$ cat src/lphm_pkg.sv
// ----------------------------------------------------------------------------
// lphm_pkg
// shared types and codes of the linear probing key to handle map
// ----------------------------------------------------------------------------
package lphm_pkg;

  localparam int FOUND_W  = 32;
  localparam int TOTAL_W  = 10;
  localparam int LIMIT_W  = 10;
  localparam int STATUS_W = 3;
  localparam int OP_W     = 2;

  localparam logic [LIMIT_W-1:0] LIMIT_RESET = 10'd768;

  typedef enum logic [OP_W-1:0] {
    OP_INSERT = 2'd0,
    OP_REMOVE = 2'd1,
    OP_LOOKUP = 2'd2
  } op_t;

  typedef enum logic [STATUS_W-1:0] {
    STAT_OK        = 3'd0,
    STAT_NULL      = 3'd1,
    STAT_DUP       = 3'd2,
    STAT_NOT_FOUND = 3'd3,
    STAT_MISMATCH  = 3'd4,
    STAT_FULL      = 3'd5
  } status_t;

  typedef enum logic [2:0] {
    S_CLEAR,
    S_IDLE,
    S_PROBE,
    S_SHIFT,
    S_RESP
  } state_t;

  typedef struct packed {
    status_t             status;
    logic [FOUND_W-1:0]  found;
    logic [TOTAL_W-1:0]  total;
  } res_t;

endpackage

$ cat src/lphm_seq.sv
// ----------------------------------------------------------------------------
// lphm_seq
// probe, insert and backward-shift sequencer over the slot memory
// ----------------------------------------------------------------------------
module lphm_seq #(
  parameter int TABLE_SLOTS = 1024,
  parameter int KEY_BITS    = 64,
  parameter int HANDLE_BITS = 32,
  localparam int AW         = $clog2(TABLE_SLOTS),
  localparam int WW         = 1 + HANDLE_BITS + KEY_BITS
) (
  input  logic                          clk,
  input  logic                          rst_n,
  input  logic                          in_valid,
  output logic                          in_stall,
  input  logic [lphm_pkg::OP_W-1:0]     in_op,
  input  logic [KEY_BITS-1:0]           in_key,
  input  logic [HANDLE_BITS-1:0]        in_hdl,
  input  logic [lphm_pkg::LIMIT_W-1:0]  max_entries,
  output logic                          wr_en,
  output logic [AW-1:0]                 wr_addr,
  output logic [WW-1:0]                 wr_data,
  output logic [AW-1:0]                 rd_addr,
  input  logic [WW-1:0]                 rd_data,
  output logic                          res_valid,
  input  logic                          res_ready,
  output lphm_pkg::res_t                res
);

  localparam int CW   = AW;
  localparam int LW   = lphm_pkg::LIMIT_W;
  localparam int CMPW = (CW > LW) ? CW : LW;
  localparam int FW   = lphm_pkg::FOUND_W;
  localparam int TW   = lphm_pkg::TOTAL_W;

  lphm_pkg::state_t  state_r, state_nxt;
  logic [lphm_pkg::OP_W-1:0] op_r, op_nxt;
  logic [KEY_BITS-1:0]    key_r, key_nxt;
  logic [HANDLE_BITS-1:0] hdl_r, hdl_nxt;
  logic [AW-1:0]          probe_r, probe_nxt;
  logic [AW-1:0]          vac_r, vac_nxt;
  logic [AW-1:0]          clr_r, clr_nxt;
  logic [CW-1:0]          cnt_r, cnt_nxt;
  lphm_pkg::status_t      status_r, status_nxt;
  logic [FW-1:0]          found_r, found_nxt;

  logic                   rd_used;
  logic [HANDLE_BITS-1:0] rd_hdl;
  logic [KEY_BITS-1:0]    rd_key;
  logic [AW-1:0]          probe_inc;
  logic                   in_full;
  logic                   in_null;

  assign rd_used   = rd_data[WW-1];
  assign rd_hdl    = rd_data[KEY_BITS +: HANDLE_BITS];
  assign rd_key    = rd_data[KEY_BITS-1:0];
  assign probe_inc = probe_r + AW'(1);

  assign in_null = (in_hdl == '0);
  assign in_full = (CMPW'(cnt_r) >= CMPW'(max_entries)) || (cnt_r >= CW'(TABLE_SLOTS - 1));

  // true when k lies in the circular range (i, j]
  function automatic logic in_range(input logic [AW-1:0] k, input logic [AW-1:0] i,
                                    input logic [AW-1:0] j);
    logic r;
    if (i <= j) begin
      r = (i < k) && (k <= j);
    end else begin
      r = (k > i) || (k <= j);
    end
    return r;
  endfunction

  always_ff @(posedge clk) begin
    if (!rst_n) begin
      state_r <= lphm_pkg::S_CLEAR;
      clr_r   <= '0;
      cnt_r   <= '0;
    end else begin
      state_r <= state_nxt;
      clr_r   <= clr_nxt;
      cnt_r   <= cnt_nxt;
    end
    op_r     <= op_nxt;
    key_r    <= key_nxt;
    hdl_r    <= hdl_nxt;
    probe_r  <= probe_nxt;
    vac_r    <= vac_nxt;
    status_r <= status_nxt;
    found_r  <= found_nxt;
  end

  always_comb begin
    state_nxt  = state_r;
    op_nxt     = op_r;
    key_nxt    = key_r;
    hdl_nxt    = hdl_r;
    probe_nxt  = probe_r;
    vac_nxt    = vac_r;
    clr_nxt    = clr_r;
    cnt_nxt    = cnt_r;
    status_nxt = status_r;
    found_nxt  = found_r;
    in_stall   = 1'b1;
    wr_en      = 1'b0;
    wr_addr    = vac_r;
    wr_data    = '0;
    rd_addr    = probe_inc;
    res_valid  = 1'b0;

    unique case (state_r)
      lphm_pkg::S_CLEAR: begin
        wr_en   = 1'b1;
        wr_addr = clr_r;
        clr_nxt = clr_r + AW'(1);
        if (clr_r == AW'(TABLE_SLOTS - 1)) begin
          state_nxt = lphm_pkg::S_IDLE;
        end
      end

      lphm_pkg::S_IDLE: begin
        in_stall   = 1'b0;
        rd_addr    = AW'(in_key);
        found_nxt  = '0;
        status_nxt = lphm_pkg::STAT_OK;
        if (in_valid) begin
          op_nxt    = in_op;
          key_nxt   = in_key;
          hdl_nxt   = in_hdl;
          probe_nxt = AW'(in_key);
          if ((in_op == lphm_pkg::OP_INSERT || in_op == lphm_pkg::OP_REMOVE) && in_null) begin
            status_nxt = lphm_pkg::STAT_NULL;
            state_nxt  = lphm_pkg::S_RESP;
          end else if (in_op == lphm_pkg::OP_INSERT && in_full) begin
            status_nxt = lphm_pkg::STAT_FULL;
            state_nxt  = lphm_pkg::S_RESP;
          end else begin
            state_nxt = lphm_pkg::S_PROBE;
          end
        end
      end

      lphm_pkg::S_PROBE: begin
        probe_nxt = probe_inc;
        if (!rd_used) begin
          probe_nxt = probe_r;
          state_nxt = lphm_pkg::S_RESP;
          if (op_r == lphm_pkg::OP_INSERT) begin
            wr_en   = 1'b1;
            wr_addr = probe_r;
            wr_data = {1'b1, hdl_r, key_r};
            cnt_nxt = cnt_r + CW'(1);
          end else begin
            status_nxt = lphm_pkg::STAT_NOT_FOUND;
          end
        end else if (rd_key == key_r) begin
          state_nxt = lphm_pkg::S_RESP;
          if (op_r == lphm_pkg::OP_INSERT) begin
            status_nxt = lphm_pkg::STAT_DUP;
          end else if (op_r == lphm_pkg::OP_REMOVE) begin
            if (rd_hdl != hdl_r) begin
              status_nxt = lphm_pkg::STAT_MISMATCH;
            end else begin
              cnt_nxt   = cnt_r - CW'(1);
              vac_nxt   = probe_r;
              state_nxt = lphm_pkg::S_SHIFT;
            end
          end else begin
            found_nxt = FW'(rd_hdl);
          end
        end
      end

      lphm_pkg::S_SHIFT: begin
        probe_nxt = probe_inc;
        if (!rd_used) begin
          wr_en     = 1'b1;
          wr_addr   = vac_r;
          wr_data   = '0;
          state_nxt = lphm_pkg::S_RESP;
        end else if (!in_range(AW'(rd_key), vac_r, probe_r)) begin
          wr_en   = 1'b1;
          wr_addr = vac_r;
          wr_data = rd_data;
          vac_nxt = probe_r;
        end
      end

      lphm_pkg::S_RESP: begin
        res_valid = 1'b1;
        if (res_ready) begin
          state_nxt = lphm_pkg::S_IDLE;
        end
      end

      default: begin
        state_nxt = lphm_pkg::S_IDLE;
      end
    endcase
  end

  assign res.status = status_r;
  assign res.found  = found_r;
  assign res.total  = TW'(cnt_r);

endmodule

$ cat config.mk
export PLATFORM = sky130hd
export DESIGN_NAME = lphm_seq
export DESIGN_NICKNAME = d
export VERILOG_FILES = /design/src/lphm_pkg.sv /design/src/lphm_seq.sv
export SDC_FILE = /design/constraint.sdc
export NUM_CORES = 1
export LEC_CHECK = 0
export ABC_AREA = 1
export CAP_MARGIN = 15
export CORE_AREA = 2 2 146 148
export CTS_BUF_LIST = sky130_fd_sc_hd__clkbuf_8
export CTS_CLUSTER_SIZE = 8
export DETAILED_ROUTE_END_ITERATION = 8
export DIE_AREA = 0 0 148 150
export DONT_BUFFER_PORTS = 1
export PLACE_DENSITY_LB_ADDON = 0.05
export SLEW_MARGIN = 20
export SYNTH_ARGS = -nofsm -noshare
export SYNTH_HDL_FRONTEND = slang
export SYNTH_SLANG_ARGS = --single-unit
$ cat constraint.sdc
create_clock -name clk -period 14.8 [get_ports clk]
set_input_delay 2.22 -clock clk [delete_from_list [all_inputs] [get_ports clk]]
set_output_delay 2.22 -clock clk [all_outputs]
set_load 0.05 [all_outputs]
# Yosys cells after proc, flatten, opt, wreduce, memory -nomap -nowiden
# Cells that the tools add are included.
# op_classes
addsub	4
reduce_logical	21
n_eq_ne	29
mux	63
order_cmp	6
# ops
cell	n
$mux W97	4
$pmux W97 S2	1
$mux W10	18
$mux W32	4
$eq A64 B64 Y1	1
$pmux W32 S2	1
$mux W3	20
$pmux W10 S2	2
$logic_not A32 Y1	1
$ne A32 B32 Y1	1
$add A10 B1 Y10 const B	3
$pmux W10 S3	1
$ne A2 B2 Y1 const B	13
$le A10 B10 Y1	2
$pmux W3 S5	1
$reduce_and A5 Y1	3
$eq A10 B10 Y1 const B	1
$ge A10 B10 Y1	1
$ge A10 B10 Y1 const B	1
$gt A10 B10 Y1	1
$lt A10 B10 Y1	1
$sub A10 B1 Y10 const B	1
$mux W1	9
$ne A3 B3 Y1 const B	3
19 further kinds	29
# word_totals
elab_cells	133
register_bits	176

# Logic depth before layout (Yosys ltp)
# Gate-level depths: netlist of the first run.
# depth
depth_word	8
mapped_depth	15
mapped_depth_nobuf	14

# Worst setup path before layout of the first run
# OpenSTA, ideal clock, no wires.
# synth_path
kind	input port to flip-flop
start	in in_valid
end	reg hdl_r[0], enable pin
cell_stages	2
slack_ns	7.940
arrival_ns	6.305
path_buffers	0
path_cell_list	inv_1 > nor2_1
# synth_via
elab_chain_cells	1
# synth_rtl
item	line	rtl
from (decl)	lphm_seq.sv:14	input logic in_valid,
$reduce_and A2 Y1 (no source line)	-	
to (signal assigned)	lphm_seq.sv:86	hdl_r <= hdl_nxt;
to (decl)	lphm_seq.sv:39	logic [HANDLE_BITS-1:0] hdl_r, hdl_nxt;
# Every way passes these cells.
# A chain may end at the register's enable or synchronous reset.

# Final worst setup path of the first run
# layout_path
start	in rd_data[5]
end	out wr_data[2]
# layout_via
elab_chain_cells	8
elab_cells_between_ends	11
cone_classes	order compare: 3; mux: 6; reduce/logical: 2
# layout_rtl
item	line	rtl
from (decl)	lphm_seq.sv:24	input logic [WW-1:0] rd_data,
$gt A10 B10 Y1 (tied with other cells)	lphm_seq.sv:69	r = (k > i) || (k <= j);
$logic_or A1 B1 Y1 / $logic_and A1 B1 Y1 (equally long branches)	lphm_seq.sv:69, lphm_seq.sv:67	
$mux W1 *	lphm_seq.sv:66	if (i <= j) begin
$mux W1 *	lphm_seq.sv:176	if (!rd_used) begin
$mux W1 *	lphm_seq.sv:111	unique case (state_r)
$mux W97 *	lphm_seq.sv:181	end else if (!in_range(AW'(rd_key), vac_r, probe_r)) begin
$mux W97 *	lphm_seq.sv:176	
$pmux W97 S2 *	lphm_seq.sv:111	
to (decl)	lphm_seq.sv:22	output logic [WW-1:0] wr_data,
# Mark *: on every way between the ends. The rest lies on a longest branch, timed or not. The select of a mux whose other input is x is not followed.

==> impl_results.md, run 1 <==
- Internal power: 0.000789 W
- Reg-to-reg slack, setup: 11230 ps
- Top_reg_cell synth: sky130_fd_sc_hd__edfxtp_1
- Adder-cell share of the synthesized area: 5.71%
- Syn_area_per_cell: 7.80 sq um
- Pwr per Cell Area: a little over 100 nW/um^2
- Count of clock tree sinks: 176
- Clock buffers created by TritonCTS: 17
- Final cell utilization of the core: 58.0%
- Type of the tightest min-delay check: reg -> reg
- Launch point of the worst reg-to-reg path: vac_r[5]
- Post-synthesis mux area share: 0%
- Remaining antenna violation count after routing: 0
- Count of maximum capacitance violations: 0
- Insertion delay to the later sink of the worst-skew pair: 480 ps
- Post-synthesis compound-gate area fraction: 11.2%
- Detail Placement HPWL: ~27 mm
- Number of gates resized after cts: 0
- Overall routing resource usage: 30.4%
- Horizontal extent of the die: about 150 um
- Leakage power: 5.58 nW
- Post-CTS Setup Repair Bufs: 0
- Combinational Power Share: 17.2%
- Worst setup path start: rd_data[5]
- Fraction of synthesized cell area in xor and xnor cells: 3.33%
- CTS H-tree depth: 4
- Max Slew Vio Count: 0
- Min Clock Period, post-route: 7620 ps
- Syn nets: 1708
- Clock buffer depth: 2
- Total detailed-routing wirelength: 34.9 mm
- Wirelength per Cell: between 20 and 25 um
- Initial DRT Pass Iterations: 5
- Max Fclk: 131 MHz
- Number of failing hold endpoints at the final stage: 0
- Maximum ir drop on the vdd rail: 0.0000579 V
- Initial standard-cell utilization of the core: 54.6%
- Global placement routability congestion: 0.943
- Initial antenna violation count: 4
- Vias: 9590
- Final setup viols: 0
- Hold buffer count at cts: 0
- Net switching fraction of the power: between 30% and 40%
- Via count normalized by instance count: 5.57
- Sequential power share: 52.8%
- Setup repair after global routing missed its margin: false
- Placed instance count: roughly 1.7k
- Die Y-Extent: around 150 um
- Data arrival time of the critical path: 5400 ps
- Area taken by flip-flops and latches: 5050 sq um
- Sum of negative setup slack: 0 ps
- Root buffer cell: sky130_fd_sc_hd__clkbuf_8
- Worst slew slack as a fraction of its limit: 21.4%
- Area Overhead vs Synth: 6.20%
- Worst setup SP type: input port
- DRC Markers: 0
- Portion of synthesized cell area occupied by the leading cell type: 40.7%
- Number of global-route vias before repair: about 8.9k
- Area used by multi-input combinational logic: 5210 sq um
- Remaining Overflow, GRT: 0
- Post-synth EDFFs: 153
- Distinct cells, synth: 40
- Run status: complete, no violations
- Async set or reset register ratio after synthesis: 0%
- Number of nets at the end of the flow: 1692
- Num ports: 374
- Tightest Pin Transition: 1170 ps
- CP endpoint kind: output pin
- Worst R2R End: vac_r[5]
- Synthesized instance count: approximately 1.4k
- Placement Rows: 53
- Filler Cell Count: 1932
- Final total power: around 0.0012 W
- Data required, critical path: 12580 ps
- Post-synth design cell area: approximately 11000 sq um
- Final cell count without fillers: 1723
- Top cell type by total area after synthesis: sky130_fd_sc_hd__edfxtp_1
- Critical Path End: wr_data[2]
- Violation count after the first detailed-route iteration: 701
- Number of synthesized register bits: 176
- Largest cells by area after synthesis: sky130_fd_sc_hd__edfxtp_1 41%, sky130_fd_sc_hd__nand2_1 13%, sky130_fd_sc_hd__inv_1 7.8%
- Area share of and/or/nand/nor cells after synthesis: 25.3%
- Share of cells above drive strength 1: 4.84%
- Area of the core: 20700 sq um
- CTS tree: built
- Portion of the post-synthesis area used by sequential elements: between 40% and 50%
- Reported net switching power: 0.000424 W
- Register-to-Register Path Depth: 11
- Clock tree skew after final layout: 21.1 ps
- Global-route wire length before repair: between 50 and 60 mm
- Clock slew seen by the registers of the worst setup and hold paths: 100 ps
- Power share of the clock group: 30.0%
- Main combinational cell family by area after synthesis: simple AND/OR/NAND/NOR gates
- Maximum number of pins on one net before global-route repair: 70
- Type of the worst setup path: in -> out
- Port Buf Inserts: 0
- Critical-path maximum fanout: 69
- Die footprint: 22200 sq um
- Final Cycle Share: 51.5%
- Synth Warn #: 0
-- sequential cells by signal, summed over array words and instances (netlist names) --
register / count
key_r: 64
state_r: 3
vac_r: 10
hdl_r: 32
probe_r: 10
clr_r: 10
cnt_r: 10
status_r: 3
found_r: 32
op_r: 2
-- synth_stat cells, types with 19 or more instances --
cell type	count
sky130_fd_sc_hd__nand2_1	389
sky130_fd_sc_hd__nand4_1	47
sky130_fd_sc_hd__dfxtp_1	23
sky130_fd_sc_hd__xor2_1	21
sky130_fd_sc_hd__clkbuf_1	19
sky130_fd_sc_hd__a21oi_1	46
sky130_fd_sc_hd__inv_1	236
sky130_fd_sc_hd__ha_1	50
sky130_fd_sc_hd__xnor2_1	22
sky130_fd_sc_hd__o21ai_0	52
sky130_fd_sc_hd__nand3_1	26
sky130_fd_sc_hd__o21bai_1	62
sky130_fd_sc_hd__edfxtp_1	153
sky130_fd_sc_hd__nor2_1	208
-- worst min path at each step --
stage | start | end | slack, ps | cells after the start
after floorplan | probe_r[8] | vac_r[8] | 440 | 0
after global placement | clr_r[2] | clr_r[2] | 470 | 1
after detailed placement | clr_r[2] | clr_r[2] | 490 | 1
after CTS | clr_r[2] | clr_r[2] | 510 | 1
after global routing | clr_r[2] | clr_r[2] | 520 | 1
final | clr_r[9] | clr_r[9] | 510 | 2
-- area by class of cell --
class	instances	area share, %
Antenna cell	3	0.0626
Clock buffer	17	1.95
Clock inverter	15	1.64
Inverter	240	7.51
Multi-Input combinational cell	990	43.4
Sequential cell	176	42.1
Tap cell	275	2.87
Timing Repair Buffer	7	0.438
-- placed cells by master, fill, tap and decap left out, drive strengths merged, types with 2 or more instances in the layout --
cell | Yosys | routed
nand3 | 28 | 28
clkinvlp | 0 | 2
nor2 | 213 | 213
o211ai | 5 | 5
o21ai | 53 | 53
clkinv | 0 | 4
nor4 | 4 | 4
o21bai | 71 | 71
o221ai | 7 | 7
ha | 50 | 50
bufinv | 0 | 2
nand4 | 47 | 47
a211oi | 4 | 4
dfxtp | 23 | 23
diode | 0 | 3
xor2 | 21 | 21
xnor2 | 22 | 22
edfxtp | 153 | 153
nand2 | 389 | 389
buf | 23 | 6
nor3 | 17 | 17
a31oi | 4 | 4
a21oi | 46 | 46
clkbuf | 19 | 18
inv | 240 | 247
-- metal layers --
metal  GRT usage (%)  vias up  share of wire [%]  wire length, um
met2            52.5      423                 50            17300
met1            35.4     4440                 38            13100
met4            11.2        2                3.0             1060
li1                -     4646                  -                -
met5               0        -              0.023                8
met3            10.0       79                9.5             3320
-- worst max-delay path, cell delays in order --
cell	delay [ps]
sky130_fd_sc_hd__ha_1	270
sky130_fd_sc_hd__nand2_1	70
sky130_fd_sc_hd__nor2_1	190
sky130_fd_sc_hd__nand3_1	100
sky130_fd_sc_hd__nor3_1	190
sky130_fd_sc_hd__a31oi_1	120
sky130_fd_sc_hd__a21boi_4	770
sky130_fd_sc_hd__nand3_2	120
sky130_fd_sc_hd__buf_4	370
sky130_fd_sc_hd__o21bai_1	910
-- power groups by stage --
stage	logic (W)	registers [W]	clock network, W
after global placement	0.000204	0.000651	0
after detailed placement	0.000206	0.000652	0
after CTS	0.000207	0.000640	0.000367
after global routing	0.000231	0.000644	0.000385
final	0.000209	0.000641	0.000364
after floorplan	0.000166	0.000647	0
-- logic make-up after synthesis --
kind of cell	Yosys count
AND/OR/NAND/NOR	701
buffers and inverters	282
AO/OA/AOI/OAI	195
flip-flops	176
adder cells (fa/ha/maj)	51
XOR/XNOR	43
-- per-stage QoR --
step                      area [sq um]  hold WS (ps)  setup WS, ps
after floorplan                  11300           444          7940
after global placement           11500           471          7350
after detailed placement         11500           488          7230
after CTS                        12000           507          7180
after global routing             12000           518          6960
final                            12000           507          7180
Note: power is estimated with default switching activity, not from simulation.
==> inputs of run 2 (changes only) <==
- CORE_AREA: 2 2 146 148 -> 2 2 145 147
- DIE_AREA: 0 0 148 150 -> 0 0 147 149
- clock period: 14.8 -> 6.43 ns (I/O delays scaled with it)
==> impl_results.md, run 2 (synthesized netlist as in run 1, its figures left out) <==
- Maximum ir drop on the vdd rail: 0.000135 V (+130%)
- Maximum single-stage delay on the critical path: 740 ps (-170 ps)
- Min Clock Period, post-route: 5090 ps
- Max Fclk: 196 MHz
- Type of the tightest min-delay check: reg -> reg
- Internal power: 0.00178 W (+130%)
- Initial antenna violation count: 5 (+1)
- Sum of negative setup slack: 0 ps (unchanged)
- Final total power: 0.00276 W (+130%)
- Placement Setup Slack: 1740 ps (-5490 ps)
- Horizontal extent of the die: 147 um (-0.68%)
- CP endpoint kind: output pin
- Violation count after the first detailed-route iteration: 662 (-5.6%)
- Pwr per Cell Area: 221 nW/um^2 (+120%)
- Remaining antenna violation count after routing: 0 (unchanged)
- Count of maximum capacitance violations: 0 (unchanged)
- Initial standard-cell utilization of the core: 55.0% (+0.35 points)
- Crit path top cell by count: sky130_fd_sc_hd__inv_2
- Port Buf Inserts: 0 (unchanged)
- Number of gates resized after cts: 0 (unchanged)
- Clock buffer depth: 2 (unchanged)
- Hold WS: 504 ps (-2.67 ps)
- Global placement routability congestion: 0.930 (-1.4%)
- Library cell contributing the largest single delay on the critical path: sky130_fd_sc_hd__inv_2
- Area of the core: 20600 sq um (-0.64%)
- Via count normalized by instance count: 5.46 (-1.8%)
- Worst path top cell family by delay: buffers and inverters
- Power share of the clock group: 28.9% (-1.1 points)
- Total detailed-routing wirelength: 35.0 mm (+0.43%)
- Number of nets at the end of the flow: 1756 (+3.8%)
- Commonest non-fill, non-tap cells in the layout: 389 x sky130_fd_sc_hd__nand2_1, 236 x sky130_fd_sc_hd__inv_1, 207 x sky130_fd_sc_hd__nor2_1
- Area Overhead vs Synth: 10.3%
- Worst slew slack as a fraction of its limit: 23.2% (+1.8 points)
- Reported net switching power: 0.000979 W (+130%)
- Final Cycle Share: between 70% and 80%
- Largest register FFs: 64 (unchanged)
- Net switching fraction of the power: 35.5% (+0.48 points)
- Max Slew Vio Count: 0 (unchanged)
- Post-CTS Setup Repair Bufs: 0 (unchanged)
- Clock slew seen by the registers of the worst setup and hold paths: 110 ps (about the same)
- Num ports: 374 (unchanged)
- Count of clock tree sinks: 176 (unchanged)
- Overall routing resource usage: 31.5% (+1.0 points)
- Remaining Overflow, GRT: 0 (unchanged)
- CTS tree: built
- Type of the worst setup path: reg -> out
- Combinational Power Share: 17.7% (+0.5 points)
- Insertion delay to the later sink of the worst-skew pair: 480 ps (about the same)
- Initial DRT Pass Iterations: 5 (unchanged)
- Worst setup SP type: flip-flop
- Number of global-route vias before repair: 9018 (+1.2%)
- Wirelength per Cell: 19.6 um (-3.2%)
- Data arrival time of the critical path: 4130 ps (-1270 ps)
- Die footprint: 21900 sq um (-1.3%)
- Maximum number of pins on one net before global-route repair: 70 (unchanged)
- Placed instance count: 1751 (+3.8%)
- DRC Markers: 0 (unchanged)
- CTS H-tree depth: 4 (unchanged)
- Run status: complete, no violations
- Clock buffers created by TritonCTS: 17 (unchanged)
- Biggest registers after layout: key_r: 64 flops, found_r: 32 flops, hdl_r: 32 flops
- Detail Placement HPWL: 26.8 mm (-2.1%)
- Die Y-Extent: 149 um (-0.67%)
- Data required, critical path: 5470 ps (-7110 ps)
- Critical-path maximum fanout: 51 (-26%)
- Clock tree skew after final layout: 21.3 ps (+0.285 ps)
- Setup repair after global routing missed its margin: false
- Final cell count without fillers: 1788 (+3.8%)
- Top register by number of flip-flops: key_r
- Global-route wire length before repair: 52.1 mm (+1.8%)
- Sequence of cells on the critical path: nor2_4 -> inv_2 -> nor2_1 -> inv_2 -> nor2_2 -> inv_2 -> buf_4 -> nor2_1 -> o21bai_1 -> buf_4
- Leading cell type in the layout, fill and taps excluded: sky130_fd_sc_hd__nand2_1
- Tightest Pin Transition: 1170 ps (-0.728 ps)
- Root buffer cell: sky130_fd_sc_hd__clkbuf_8
- Setup ws final: 1340 ps (-5840 ps)
- Placement Rows: 53 (unchanged)
- Sequential power share: 53.4% (+0.6 points)
- Final setup viols: 0 (unchanged)
- Hold buffer count at cts: 0 (unchanged)
- Leakage power: 5.92 nW (+6.0%)
- Number of failing hold endpoints at the final stage: 0 (unchanged)
- Vias: 9770 (+1.9%)
- Critical path buffers and inverters: 5 (+4)
- Share of cells above drive strength 1: 8.68% (+3.8 points)
==> run 2: worst paths after layout <==
kind,from,endpoint,slack (ps),cells past startpoint
max,state_r[2],wr_data[6],1340,10
min,clr_r[2],clr_r[2],500,1
max reg2reg,probe_r[5],vac_r[1],2720,14
min reg2reg,clr_r[2],clr_r[2],500,1
==> run 2: stage by stage <==
| stage | area, sq um | utilization [%] |
|---|---|---|
| 4_1_cts | 12400 | 60.4 |
| 3_5_place_dp | 12000 | 58.5 |
| 6_report | 12500 | 60.6 |
| 5_1_grt | 12500 | 60.6 |
| 3_3_place_gp | 12000 | 58.5 |
| 2_1_floorplan | 11300 | - |
==> run 2: cell type report <==
| type | instances | area, sq um |
|---|---|---|
| inverters | 240 | 901 |
| flip-flops and latches | 176 | 5050 |
| repair buffers | 71 | 553 |
| well taps | 275 | 344 |
| clock buffers | 17 | 234 |
| diodes | 4 | 10.0 |
| fillers | 1891 | 8090 |
| multi-input cells | 990 | 5200 |
| clock inverters | 15 | 168 |
==> run 2: power groups by stage <==
stage | Combinational (W) | Clock [W] | Sequential (W)
floorplan | 0.000382 | 0 | 0.00149
CTS | 0.000478 | 0.000809 | 0.00147
finish | 0.000488 | 0.000798 | 0.00147
global placement | 0.000468 | 0 | 0.00150
detailed placement | 0.000476 | 0 | 0.00150
global route | 0.000535 | 0.000852 | 0.00148
==> run 2: per-layer routing <==
metal	global-route usage, %	up-vias	wire length (um)
met3	8.75	74	3120
met4	11.6	2	1170
met1	38.0	4516	13400
met5	0	-	13
met2	54.1	411	17300
li1	-	4767	-
